### config.mk
export PLATFORM = sky130hd
export DESIGN_NAME = char_lcd_text_nibble_writer_core_flat
export DESIGN_NICKNAME = d
export VERILOG_FILES = /design/src/rtl/clcdw_pkg.sv /design/src/rtl/clcdw_if.sv /design/src/rtl/clcdw_front.sv /design/src/rtl/clcdw_queue.sv /design/src/rtl/clcdw_back.sv /design/src/rtl/char_lcd_text_nibble_writer_core.sv /design/src/flat_wrapper.sv
export VERILOG_INCLUDE_DIRS = /design/src /design/src/rtl
export SDC_FILE = /design/constraint.sdc
export NUM_CORES = 1
export LEC_CHECK = 0
export BUFFER_PORTS_ARGS = -buffer_cell sky130_fd_sc_hd__buf_2
export CAP_MARGIN = 10
export CORE_MARGIN = 5
export CORE_UTILIZATION = 52
export DETAILED_ROUTE_END_ITERATION = 6
export PLACE_DENSITY = 0.72
export SLEW_MARGIN = 20
export SYNTH_ARGS = -nofsm -noshare
export SYNTH_HDL_FRONTEND = slang
export SYNTH_HIERARCHICAL = 1
export SYNTH_SLANG_ARGS = --single-unit
### constraint.sdc
create_clock -name clk_i -period 2.8 [get_ports clk_i]
set_clock_uncertainty 0.2 [all_clocks]
set_input_delay 0.42 -clock clk_i [delete_from_list [all_inputs] [get_ports clk_i]]
set_output_delay 0.42 -clock clk_i [all_outputs]
set_load 0.01 [all_outputs]
### src/rtl/assert_macros.svh
// Assertion macros shared by the RTL of the character LCD nibble writer.
`ifndef ASSERT_MACROS_SVH
`define ASSERT_MACROS_SVH

// Checks a property at every rising clock edge while reset is released.
`define CLCDW_ASSERT(lbl, clk, rstn, prop, msg) \
  lbl: assert property (@(posedge clk) disable iff (!rstn) (prop)) else $error(msg);

// Checks that an antecedent in one cycle implies a consequent in the next.
`define CLCDW_ASSERT_NEXT(lbl, clk, rstn, ante, cons, msg) \
  lbl: assert property (@(posedge clk) disable iff (!rstn) (ante) |=> (cons)) else $error(msg);

`endif

### src/rtl/clcdw_pkg.sv
// Package with the types, constants and remap function of the LCD nibble writer.
`default_nettype none

package clcdw_pkg;

  typedef enum logic [1:0] {
    REQ_TEXT    = 2'd0,
    REQ_SET_POS = 2'd1,
    REQ_RAW_CMD = 2'd2,
    REQ_RAW_DAT = 2'd3
  } req_type_e;

  localparam logic [7:0] WrapColumn = 8'd8;
  localparam logic [7:0] Row0Base   = 8'h80;
  localparam logic [7:0] Row1Base   = 8'hC0;
  localparam logic [7:0] GlyphFirst = 8'd192;
  localparam logic [7:0] GlyphLast  = 8'd223;

  localparam int unsigned QueueDepth = 2;

  localparam logic [7:0] GlyphMap [32] = '{
    8'd65,  8'd3,  8'd66, 8'd59, 8'd63, 8'd69, 8'd93, 8'd51,
    8'd123, 8'd64, 8'd75, 8'd6,  8'd77, 8'd72, 8'd79, 8'd92,
    8'd80,  8'd67, 8'd84, 8'd96, 8'd36, 8'd88, 8'd5,  8'd7,
    8'd91,  8'd95, 8'd3,  8'd105, 8'd4, 8'd2,  8'd1,  8'd0
  };

  // One classified item: the byte to send, its register select, and
  // whether a move-to-second-row command follows it.
  typedef struct packed {
    logic [7:0] data_byte;
    logic       rs;
    logic       wrap;
  } job_t;

  function automatic logic [7:0] remap_char(input logic [7:0] c);
    logic [7:0] r;
    r = c;
    if (c == 8'd178) begin
      r = 8'd73;
    end else if (c == 8'd175) begin
      r = 8'd3;
    end else if (c == 8'd170) begin
      r = 8'd2;
    end else if (c >= GlyphFirst && c <= GlyphLast) begin
      r = GlyphMap[c[4:0]];
    end
    return r;
  endfunction

endpackage

`default_nettype wire

### src/rtl/clcdw_if.sv
// Handshake interfaces for the request and nibble channels.
`default_nettype none

interface clcdw_req_if;
  logic       valid;
  logic       ready;
  logic [1:0] req_type;
  logic [7:0] code;
  logic [5:0] column;
  logic       row;
  logic       wrap_enable;

  modport source (output valid, req_type, code, column, row, wrap_enable, input ready);
  modport sink   (input valid, req_type, code, column, row, wrap_enable, output ready);
endinterface

interface clcdw_nib_if;
  logic       valid;
  logic       ready;
  logic [3:0] nibble;
  logic       reg_select;
  logic       last;

  modport source (output valid, nibble, reg_select, last, input ready);
  modport sink   (input valid, nibble, reg_select, last, output ready);
endinterface

`default_nettype wire

### src/rtl/clcdw_front.sv
// Front end: accepts requests, tracks the cursor and classifies each item.
`default_nettype none
`include "assert_macros.svh"

module clcdw_front (
  input  wire logic          clk_i,
  input  wire logic          rst_ni,
  clcdw_req_if.sink          req,
  input  wire logic          full_i,
  output logic               push_o,
  output clcdw_pkg::job_t    job_o
);

  logic [7:0] col_q, col_d, col_inc;
  logic       row_q, row_d;
  logic       wrap;

  assign req.ready = !full_i;
  assign push_o    = req.valid && !full_i;
  assign col_inc   = col_q + 8'd1;
  assign wrap      = !row_q && (col_inc == clcdw_pkg::WrapColumn) && req.wrap_enable;

  always_comb begin
    col_d = col_q;
    row_d = row_q;
    job_o = '{data_byte: req.code, rs: 1'b0, wrap: 1'b0};
    case (clcdw_pkg::req_type_e'(req.req_type))
      clcdw_pkg::REQ_TEXT: begin
        job_o.data_byte = clcdw_pkg::remap_char(req.code);
        job_o.rs        = 1'b1;
        job_o.wrap      = wrap;
        col_d           = wrap ? 8'd0 : col_inc;
        row_d           = wrap ? 1'b1 : row_q;
      end
      clcdw_pkg::REQ_SET_POS: begin
        job_o.data_byte = (req.row ? clcdw_pkg::Row1Base : clcdw_pkg::Row0Base)
                          | {2'b00, req.column};
        col_d           = {2'b00, req.column};
        row_d           = req.row;
      end
      clcdw_pkg::REQ_RAW_CMD: begin
        job_o.rs = 1'b0;
      end
      default: begin
        job_o.rs = 1'b1;
      end
    endcase
  end

  always_ff @(posedge clk_i or negedge rst_ni) begin
    if (!rst_ni) begin
      col_q <= 8'd0;
      row_q <= 1'b0;
    end else if (push_o) begin
      col_q <= col_d;
      row_q <= row_d;
    end
  end

  `CLCDW_ASSERT_NEXT(a_wrap_moves_cursor, clk_i, rst_ni, push_o && job_o.wrap, row_q && (col_q == 8'd0), "wrap did not move the cursor to the start of the second row")

endmodule

`default_nettype wire

### src/rtl/clcdw_queue.sv
// Short queue of classified items between the front and back ends.
`default_nettype none
`include "assert_macros.svh"

module clcdw_queue (
  input  wire logic            clk_i,
  input  wire logic            rst_ni,
  input  wire logic            push_i,
  input  wire clcdw_pkg::job_t job_i,
  input  wire logic            pop_i,
  output clcdw_pkg::job_t      job_o,
  output logic                 empty_o,
  output logic                 full_o
);

  localparam int unsigned PtrW = $clog2(clcdw_pkg::QueueDepth);
  localparam int unsigned CntW = $clog2(clcdw_pkg::QueueDepth + 1);

  clcdw_pkg::job_t entries_q [clcdw_pkg::QueueDepth];
  logic [PtrW-1:0] wr_ptr_q, rd_ptr_q;
  logic [CntW-1:0] count_q;

  assign empty_o = (count_q == '0);
  assign full_o  = (count_q == CntW'(clcdw_pkg::QueueDepth));
  assign job_o   = entries_q[rd_ptr_q];

  function automatic logic [PtrW-1:0] ptr_next(input logic [PtrW-1:0] p);
    return (p == PtrW'(clcdw_pkg::QueueDepth - 1)) ? '0 : p + PtrW'(1);
  endfunction

  always_ff @(posedge clk_i) begin
    if (push_i) begin
      entries_q[wr_ptr_q] <= job_i;
    end
  end

  always_ff @(posedge clk_i or negedge rst_ni) begin
    if (!rst_ni) begin
      wr_ptr_q <= '0;
      rd_ptr_q <= '0;
      count_q  <= '0;
    end else begin
      if (push_i) begin
        wr_ptr_q <= ptr_next(wr_ptr_q);
      end
      if (pop_i) begin
        rd_ptr_q <= ptr_next(rd_ptr_q);
      end
      if (push_i && !pop_i) begin
        count_q <= count_q + CntW'(1);
      end else if (pop_i && !push_i) begin
        count_q <= count_q - CntW'(1);
      end
    end
  end

  `CLCDW_ASSERT(a_no_overflow, clk_i, rst_ni, !(push_i && full_o), "item pushed into a full queue")
  `CLCDW_ASSERT(a_no_underflow, clk_i, rst_ni, !(pop_i && empty_o), "item popped from an empty queue")

endmodule

`default_nettype wire

### src/rtl/clcdw_back.sv
// Back end: splits each queued item into nibble writes through an output register.
`default_nettype none
`include "assert_macros.svh"

module clcdw_back (
  input  wire logic            clk_i,
  input  wire logic            rst_ni,
  input  wire clcdw_pkg::job_t job_i,
  input  wire logic            empty_i,
  output logic                 pop_o,
  clcdw_nib_if.source          nib
);

  logic [1:0] phase_q;
  logic       out_valid_q;
  logic [3:0] nibble_q, nibble_d;
  logic       rs_q, rs_d;
  logic       last_q, last_d;
  logic       advance, fire;

  assign advance = !out_valid_q || nib.ready;
  assign fire    = advance && !empty_i;
  assign pop_o   = fire && last_d;

  always_comb begin
    case (phase_q)
      2'd0: begin
        nibble_d = job_i.data_byte[7:4];
        rs_d     = job_i.rs;
        last_d   = 1'b0;
      end
      2'd1: begin
        nibble_d = job_i.data_byte[3:0];
        rs_d     = job_i.rs;
        last_d   = !job_i.wrap;
      end
      2'd2: begin
        nibble_d = clcdw_pkg::Row1Base[7:4];
        rs_d     = 1'b0;
        last_d   = 1'b0;
      end
      default: begin
        nibble_d = clcdw_pkg::Row1Base[3:0];
        rs_d     = 1'b0;
        last_d   = 1'b1;
      end
    endcase
  end

  always_ff @(posedge clk_i or negedge rst_ni) begin
    if (!rst_ni) begin
      phase_q     <= 2'd0;
      out_valid_q <= 1'b0;
    end else if (advance) begin
      out_valid_q <= !empty_i;
      if (fire) begin
        phase_q <= last_d ? 2'd0 : phase_q + 2'd1;
      end
    end
  end

  always_ff @(posedge clk_i) begin
    if (fire) begin
      nibble_q <= nibble_d;
      rs_q     <= rs_d;
      last_q   <= last_d;
    end
  end

  assign nib.valid      = out_valid_q;
  assign nib.nibble     = nibble_q;
  assign nib.reg_select = rs_q;
  assign nib.last       = last_q;

  `CLCDW_ASSERT(a_mid_item_has_job, clk_i, rst_ni, (phase_q == 2'd0) || !empty_i, "part-sent item vanished from the queue")
  `CLCDW_ASSERT(a_wrap_phase_needs_wrap, clk_i, rst_ni, !phase_q[1] || job_i.wrap, "row move nibble issued for an item without wrap")

endmodule

`default_nettype wire

### src/rtl/char_lcd_text_nibble_writer_core.sv
// Top level of the character LCD 4-bit nibble writer.
`default_nettype none

// This block turns display requests (text characters, set-position requests,
// raw command bytes and raw data bytes) into the nibble writes of a character
// LCD running in 4-bit mode: each byte leaves as its high nibble followed by
// its low nibble, both carrying the same register-select bit, and the final
// nibble of every item is flagged with last. Text characters are remapped
// first, through three fixed substitutions and a 32-entry glyph table for
// codes 192 to 223. The block keeps a cursor column and row; text that reaches
// the wrap column on the top row with wrap_enable set is followed by a command
// that moves the display to the start of the second row. The front end takes
// one item per cycle whenever its two-entry queue has room, and the back end
// issues one nibble per cycle into an output register unless the nibble port
// holds it off, so an ordinary item takes two nibble writes on the port and a
// wrapping text character four; that port sets the sustained rate. An accepted
// item is written into the queue first, and its first nibble is then loaded
// into the output register from the queue head. There is no clearing pass
// after reset.
module char_lcd_text_nibble_writer_core (
  input  wire logic   clk_i,
  input  wire logic   rst_ni,
  clcdw_req_if.sink   req,
  clcdw_nib_if.source nib
);

  clcdw_pkg::job_t push_job, head_job;
  logic            push, pop, q_empty, q_full;

  // Front end: cursor tracking and classification of each accepted item.
  clcdw_front u_front (
    .clk_i  (clk_i),
    .rst_ni (rst_ni),
    .req    (req),
    .full_i (q_full),
    .push_o (push),
    .job_o  (push_job)
  );

  // Queue: decouples acceptance from nibble output so either side may stall.
  clcdw_queue u_queue (
    .clk_i   (clk_i),
    .rst_ni  (rst_ni),
    .push_i  (push),
    .job_i   (push_job),
    .pop_i   (pop),
    .job_o   (head_job),
    .empty_o (q_empty),
    .full_o  (q_full)
  );

  // Back end: sequences two or four nibbles per item into the output register.
  clcdw_back u_back (
    .clk_i   (clk_i),
    .rst_ni  (rst_ni),
    .job_i   (head_job),
    .empty_i (q_empty),
    .pop_o   (pop),
    .nib     (nib)
  );

endmodule

`default_nettype wire
### src/flat_wrapper.sv
// flat-port wrapper written by rule: the top's interface ports become plain ports
module char_lcd_text_nibble_writer_core_flat 
  (clk_i, rst_ni, req_valid, req_req_type, req_code, req_column, req_row, req_wrap_enable, req_ready, nib_valid, nib_nibble, nib_reg_select, nib_last, nib_ready);
  clcdw_req_if req_i ();
  clcdw_nib_if nib_i ();
  input  wire logic clk_i;
  input  wire logic rst_ni;
  input wire logic [$bits(req_i.valid)-1:0] req_valid;
  input wire logic [$bits(req_i.req_type)-1:0] req_req_type;
  input wire logic [$bits(req_i.code)-1:0] req_code;
  input wire logic [$bits(req_i.column)-1:0] req_column;
  input wire logic [$bits(req_i.row)-1:0] req_row;
  input wire logic [$bits(req_i.wrap_enable)-1:0] req_wrap_enable;
  output wire logic [$bits(req_i.ready)-1:0] req_ready;
  output wire logic [$bits(nib_i.valid)-1:0] nib_valid;
  output wire logic [$bits(nib_i.nibble)-1:0] nib_nibble;
  output wire logic [$bits(nib_i.reg_select)-1:0] nib_reg_select;
  output wire logic [$bits(nib_i.last)-1:0] nib_last;
  input wire logic [$bits(nib_i.ready)-1:0] nib_ready;
  assign req_i.valid = req_valid;
  assign req_i.req_type = req_req_type;
  assign req_i.code = req_code;
  assign req_i.column = req_column;
  assign req_i.row = req_row;
  assign req_i.wrap_enable = req_wrap_enable;
  assign req_ready = req_i.ready;
  assign nib_valid = nib_i.valid;
  assign nib_nibble = nib_i.nibble;
  assign nib_reg_select = nib_i.reg_select;
  assign nib_last = nib_i.last;
  assign nib_i.ready = nib_ready;
  char_lcd_text_nibble_writer_core u_core (.clk_i(clk_i), .rst_ni(rst_ni), .req(req_i), .nib(nib_i));
endmodule
==> impl_metrics.json, run 1 <==
{
  "cp_max_fo": 11,
  "place_area_mm2": 0.002982,
  "fp.dieArea_mm2": 0.006980,
  "diodes": 0,
  "r2r_setup_slack_ps": 740,
  "critPathKind": "in2reg",
  "synth_ff_type": "edfxtp_1",
  "min-delay-start": "nib_ready",
  "cts_setup_buffers": 0,
  "initial_core_util": 0.5438,
  "cts_resized": 0,
  "crit-reg2reg-launch": "u_core/u_queue/rd_ptr_q$_DFFE_PN0P_",
  "finalHoldViolations": 0,
  "grt_overflow": 0,
  "setup_slack_ps": 704.9,
  "cts_buffer_depth": 2,
  "cp.required_ps": 2630,
  "critPathMaxStageDelay_ps": 320,
  "insertion_delay_ps": 290,
  "worst_pin_slew_ps": 612.9,
  "highest_layer": "met4",
  "gp_congestion": 0.8847,
  "leakage_nw": 1.288,
  "path_delay_family": "compound AO/OA/AOI/OAI gates",
  "grt_max_degree": 30,
  "syn2layout_area_growth_pct": 10.36,
  "num_io_pins": 30,
  "status": "complete, no violations",
  "track_usage": 0.1671,
  "syn_nets": 302,
  "netlist_top_cells_area": "edfxtp_1, dfrtp_1, mux2_4",
  "crit_cells": 7,
  "coreArea_mm2": 0.005172,
  "cts_hold_buf": 1,
  "yosysSeqAreaShare": 0.4199,
  "drt-pass1-iter-count": 4,
  "setup_viol": 0,
  "htree_levels": 2,
  "wl_per_cell_um": 15.38,
  "critical_path_buf_inv_count": 1,
  "grt_pass1_wl_um": 9549,
  "route.detailed.drc": 0,
  "min_path_type": "in2reg",
  "cts_made_buffers": 5,
  "viasPerCell": 5.709,
  "path_cells": "buf_2, ha_1, and4b_1, a31oi_1, o31ai_1, a21oi_1, a221o_1",
  "met2_wirelength_um": 2777,
  "syn_area_per_cell_um2": 10.42,
  "die_w_um": 83.55,
  "wl_um": 5659,
  "hold_depth": 3,
  "cts.sinks": 42,
  "synth_top_cell_area_share": 0.2776,
  "ys_seq_elements": 42,
  "worst_r2r_endpoint": "u_core/u_queue/count_q[1]$_DFFE_PN0P_",
  "clockRootBuffer": "clkbuf_8",
  "design_area_mm2": 0.003104,
  "first_global_vias": 2031,
  "vias": 2101,
  "slew_viol_final": 0,
  "synth_edf_count": 26,
  "start_kind": "input pin",
  "yosys.area.top_type": "edfxtp_1",
  "path_clk_slew_ps": 90,
  "fillers": 445,
  "synthesis.instances": 270,
  "max_freq_mhz": 477.3,
  "antenna_found_initial": 0,
  "synthArstFlopShare": 0.3810,
  "wl_met1_um": 2533,
  "cts_tree": "yes",
  "cap_violations": 0,
  "crit_slowest_cell": "ha_1",
  "vdd_ir_drop_max_mv": 0.4539,
  "yosysWarnings": 6,
  "port_buffers": 29,
  "rsz0062_at_grt": "no",
  "final_nets": 329,
  "worstHoldEndpoint": "u_core/u_back/nib.valid$_DFFE_PN0N_",
  "hpwl_um": 4194,
  "ant_nets": 0,
  "synth_area_mm2": 0.002813,
  "fin_crit_ps": 2095,
  "fp-row-count": 26,
  "power_density_mw_per_mm2": 791.5,
  "wl_met3_um": 251,
  "relSlewSlack": 0.5899,
  "ys_types": 65,
  "drive_above_1_share": 0.2248,
  "drt_first_iter_violations": 102,
  "die_y_um": 83.55,
  "place_inst": 359,
  "place_ws_ps": 410.8,
  "stdcell_count": 368,
  "fin_setup_tns_ps": 0,
  "whs_ps": 233.2,
  "fin_crit_sh": 0.7483,
  "arrival_ps": 1930,
  "crit_path_end_kind": "register",
  "reg2reg_depth": 8
}
-- through the flow --
step             util  total power, mW
2_1_floorplan       -            1.788
3_3_place_gp   0.5764            1.958
3_5_place_dp   0.5764            1.997
4_1_cts        0.6001            2.486
5_1_grt        0.6001            2.632
6_report       0.6001            2.457
-- synth_stat cells (all sizes together) (5+ instances only) --
master and n:
edfxtp 26, nand2 23, nor2 19, o21ai 17, dfrtp 16, inv 13
a21oi 12, mux2 12, buf 10, ha 10, nor2b 9, mux2i 7
xor2 7, clkbuf 5, nand3 5
-- state kept, by name, summed over array words and instances (netlist names) --
| signal | flops |
|---|---|
| u_core/u_queue/count_q | 2 |
| u_core/u_back/nib.last | 1 |
| u_core/u_back/nib.valid | 1 |
| u_core/u_queue/entries_q | 20 |
| u_core/u_back/nib.reg_select | 1 |
| u_core/u_queue/wr_ptr_q | 1 |
| u_core/u_front/col_q | 8 |
| u_core/u_back/nib.nibble | 4 |
| u_core/u_queue/rd_ptr_q | 1 |
| u_core/u_front/row_q | 1 |
| u_core/u_back/phase_q | 2 |
-- worst max-delay path by stage --
stage                           start                                       end
after floorplan           req_code[0]  u_core/u_queue/entries_q[0][3]$_DFFE_PP_
after global routing      req_code[1]  u_core/u_queue/entries_q[0][7]$_DFFE_PP_
final                     req_code[1]  u_core/u_queue/entries_q[1][6]$_DFFE_PP_
after detailed placement  req_code[1]  u_core/u_queue/entries_q[1][6]$_DFFE_PP_
after CTS                 req_code[0]  u_core/u_queue/entries_q[0][3]$_DFFE_PP_
after global placement    req_code[1]  u_core/u_queue/entries_q[1][7]$_DFFE_PP_
-- worst reg2reg max path: cells and delay by family (launching register included) --
| kind | cells | cell delay [ps] |
|---|---|---|
| simple gates | 3 | 490 |
| flops | 1 | 410 |
| xor+xnor | 2 | 320 |
| mux | 1 | 300 |
| fa+ha+maj | 1 | 200 |
| buf+inv | 1 | 70 |
-- metal layers --
metal | track usage | vias up
met3 | 0.03060 | 8
met5 | 0 | -
met1 | 0.2210 | 992
met4 | 0.05117 | 0
li1 | - | 1046
met2 | 0.2784 | 55
-- layout by cell type (no fill, tap or decap), types with 10 or more instances in the layout --
master    count
nand2_1      22
buf_2        29
nor2_1       19
o21ai_0      16
edfxtp_1     26
ha_1         10
dfrtp_1      16
inv_1        12
mux2_4       11
a21oi_1      12
-- cells by family after synthesis --
| logic type | share of synthesized area |
|---|---|
| flops | 0.4199 |
| fa+ha+maj | 0.04448 |
| simple gates | 0.1877 |
| mux | 0.09564 |
| compound gates | 0.1664 |
| xor+xnor | 0.03114 |
| buf+inv | 0.05471 |
-- power breakdown --
group / leakage (nW) / switching, mW / total, mW / internal (mW)
Sequential: 0.437 / 0.154 / 1.07 / 0.918
Combinational: 0.792 / 0.451 / 0.906 / 0.455
Clock: 0.0585 / 0.213 / 0.480 / 0.267
Total: 1.29 / 0.817 / 2.46 / 1.64
-- cell type report --
| class | instances | area (um^2) | area share |
|---|---|---|---|
| clock buffers | 5 | 68.82 | 0.02217 |
| clock inverters | 3 | 43.79 | 0.01411 |
| flip-flops and latches | 42 | 1181 | 0.3805 |
| well taps | 70 | 87.58 | 0.02821 |
| inverters | 14 | 52.55 | 0.01693 |
| repair buffers | 35 | 192.7 | 0.06207 |
| multi-input cells | 199 | 1478 | 0.4760 |
No activity file was read; power rests on OpenSTA's default activity.
==> run 2, diff against run 1 <==
- clock period: 2.8 -> 2.05 ns (I/O delays scaled with it)
==> run 2 against run 1 <==
Effect of this change: clock power up 6.3%; wire length up 7.2%; flip-flop and latch count stayed put; sequential share of layout area decreased by 2.3 points; via count is 6.6% higher; first-iteration DRC count increased by 3.9%; cell count grew 7.9%; register-to-register slack worse by 630 ps; die area is the same; critical endpoint is now u_core/u_front/col_q[3]$_DFFE_PN0P_; worst hold slack got worse by 98 ps; total power grew 36%; global-route usage grew 1.4 points.
==> impl_metrics.json, run 2 (synthesized netlist as in run 1, its figures left out) <==
{
  "port_buffers": 29,
  "final_nets": 358,
  "multi_input_area_mm2": 0.001488,
  "highest_layer": "met4",
  "wl_met3_um": 321,
  "clockRootBuffer": "clkbuf_8",
  "htree_levels": 2,
  "stdcell_count": 397,
  "crit_path_end_kind": "register",
  "min_path_type": "in2reg",
  "cts_tree": "yes",
  "initial_core_util": 0.5438,
  "final_common_cell": "buf_4",
  "grt_max_degree": 25,
  "max_freq_mhz": 516.1,
  "vdd_ir_drop_max_mv": 0.5137,
  "num_io_pins": 30,
  "gp_congestion": 0.9696,
  "antenna_found_initial": 0,
  "final_cell_mix": "buf_4, buf_2, edfxtp_1, nand2_1, nor2_1",
  "fin_crit_sh": 0.9452,
  "finalHoldViolations": 0,
  "ant_nets": 0,
  "hpwl_um": 4705,
  "diodes": 0,
  "insertion_delay_ps": 290,
  "cp.required_ps": 2070,
  "wl_met1_um": 2555,
  "drt_first_iter_violations": 106,
  "die_w_um": 83.55,
  "viasPerCell": 5.642,
  "grt_pass1_wl_um": 10340,
  "met2_wirelength_um": 3035,
  "wl_per_cell_um": 15.28,
  "path_clk_slew_ps": 80,
  "slew_viol_final": 0,
  "worst_pin_slew_ps": 567.5,
  "drive_above_1_share": 0.2966,
  "relSlewSlack": 0.6203,
  "total_power_mw": 3.351,
  "grt_overflow": 0,
  "cap_violations": 0,
  "route.detailed.drc": 0,
  "fp-row-count": 26,
  "track_usage": 0.1812,
  "leakage_nw": 1.424,
  "drt-pass1-iter-count": 4,
  "status": "complete, no violations",
  "critPathKind": "reg2reg",
  "cts.sinks": 42,
  "coreArea_mm2": 0.005172,
  "regArea_mm2": 0.001181,
  "first_global_vias": 2210,
  "fillers": 423,
  "start_kind": "register",
  "cts_made_buffers": 5,
  "place_inst": 384,
  "cts_buffer_depth": 2,
  "syn2layout_area_growth_pct": 17.53,
  "largest_reg_flops": 20,
  "power_density_mw_per_mm2": 1014,
  "final_util": 0.6391,
  "wl_um": 6068,
  "vias": 2240,
  "whs_ps": 134.8,
  "die_y_um": 83.55,
  "cp_max_fo": 12,
  "setup_viol": 0,
  "regMostFlops": "u_core/u_queue/entries_q",
  "fp.dieArea_mm2": 0.006980,
  "fin_crit_ps": 1938,
  "arrival_ps": 1960
}
[run 2: changes by cell type in the layout (fill, tap and decap cells not counted)]
cell	before	now
nor2b_4	1	2
buf_4	5	34
inv_6	1	0
bufinv_16	1	0
clkinv_4	0	1
nor2b_2	0	1
clkbuf_1	0	1
nor2b_1	8	6
[run 2: repair_timing]
| action | 4_1_cts | 5_1_grt |
|---|---|---|
| hold buffers | 1 | 0 |
| gates resized for setup | 0 | 3 |
| buffers inserted | 0 | 4 |
| endpoints found under the setup margin | 0 | 5 |
| endpoints found under the hold margin | 16 | 0 |
[run 2: worst paths after layout]
path | start | slack (ps) | endpoint | depth (start not counted)
max | u_core/u_queue/count_q[0]$_DFFE_PN0P_ | 110 | u_core/u_front/col_q[3]$_DFFE_PN0P_ | 7
min | nib_ready | 130 | u_core/u_back/nib.valid$_DFFE_PN0N_ | 3
max reg2reg | u_core/u_queue/count_q[0]$_DFFE_PN0P_ | 110 | u_core/u_front/col_q[3]$_DFFE_PN0P_ | 7
min reg2reg | u_core/u_queue/wr_ptr_q$_DFFE_PN0P_ | 290 | u_core/u_queue/wr_ptr_q$_DFFE_PN0P_ | 1
max in group asynchronous | rst_ni | 1090 | u_core/u_front/col_q[6]$_DFFE_PN0P_ | 2
min in group asynchronous | rst_ni | 270 | u_core/u_back/nib.valid$_DFFE_PN0N_ | 2
[run 2: per-stage QoR]
step | area, um^2 | setup TNS, ps | setup WS [ps]
final | 3306 | 0 | 112.3
after floorplan | 2813 | 0 | 28.03
after global routing | 3306 | -3.113 | -3.113
after CTS | 3266 | 0 | 33.55
after global placement | 3169 | -424.3 | -81.61
after detailed placement | 3169 | -1183 | -126.2
[run 2: area by class of cell]
type / count / share of cell area
timing repair buffer: 64 / 0.1241
sequential: 42 / 0.3573
tap: 70 / 0.02650
clock inverter: 2 / 0.004164
inverter: 14 / 0.01590
clock buffer: 6 / 0.02195
multi-input combinational: 199 / 0.4500
[run 2: where the power goes]
group	switching, mW	internal (mW)
clock network	0.270	0.240
logic	0.666	0.726
registers	0.195	1.25
[run 2: critical path, cell delays in order, from the launching register on]
cell and delay, ps:
dfrtp_1 410, and2b_2 240, nand2b_1 190, inv_1 150
o21ai_0 100, buf_4 180, o41ai_1 240, a21o_1 160
[run 2: routing by layer]
metal,track usage,vias to the layer above
met3,0.03653,13
met4,0.06140,0
met2,0.3069,69
met1,0.2313,1058
li1,-,1100
met5,0,-
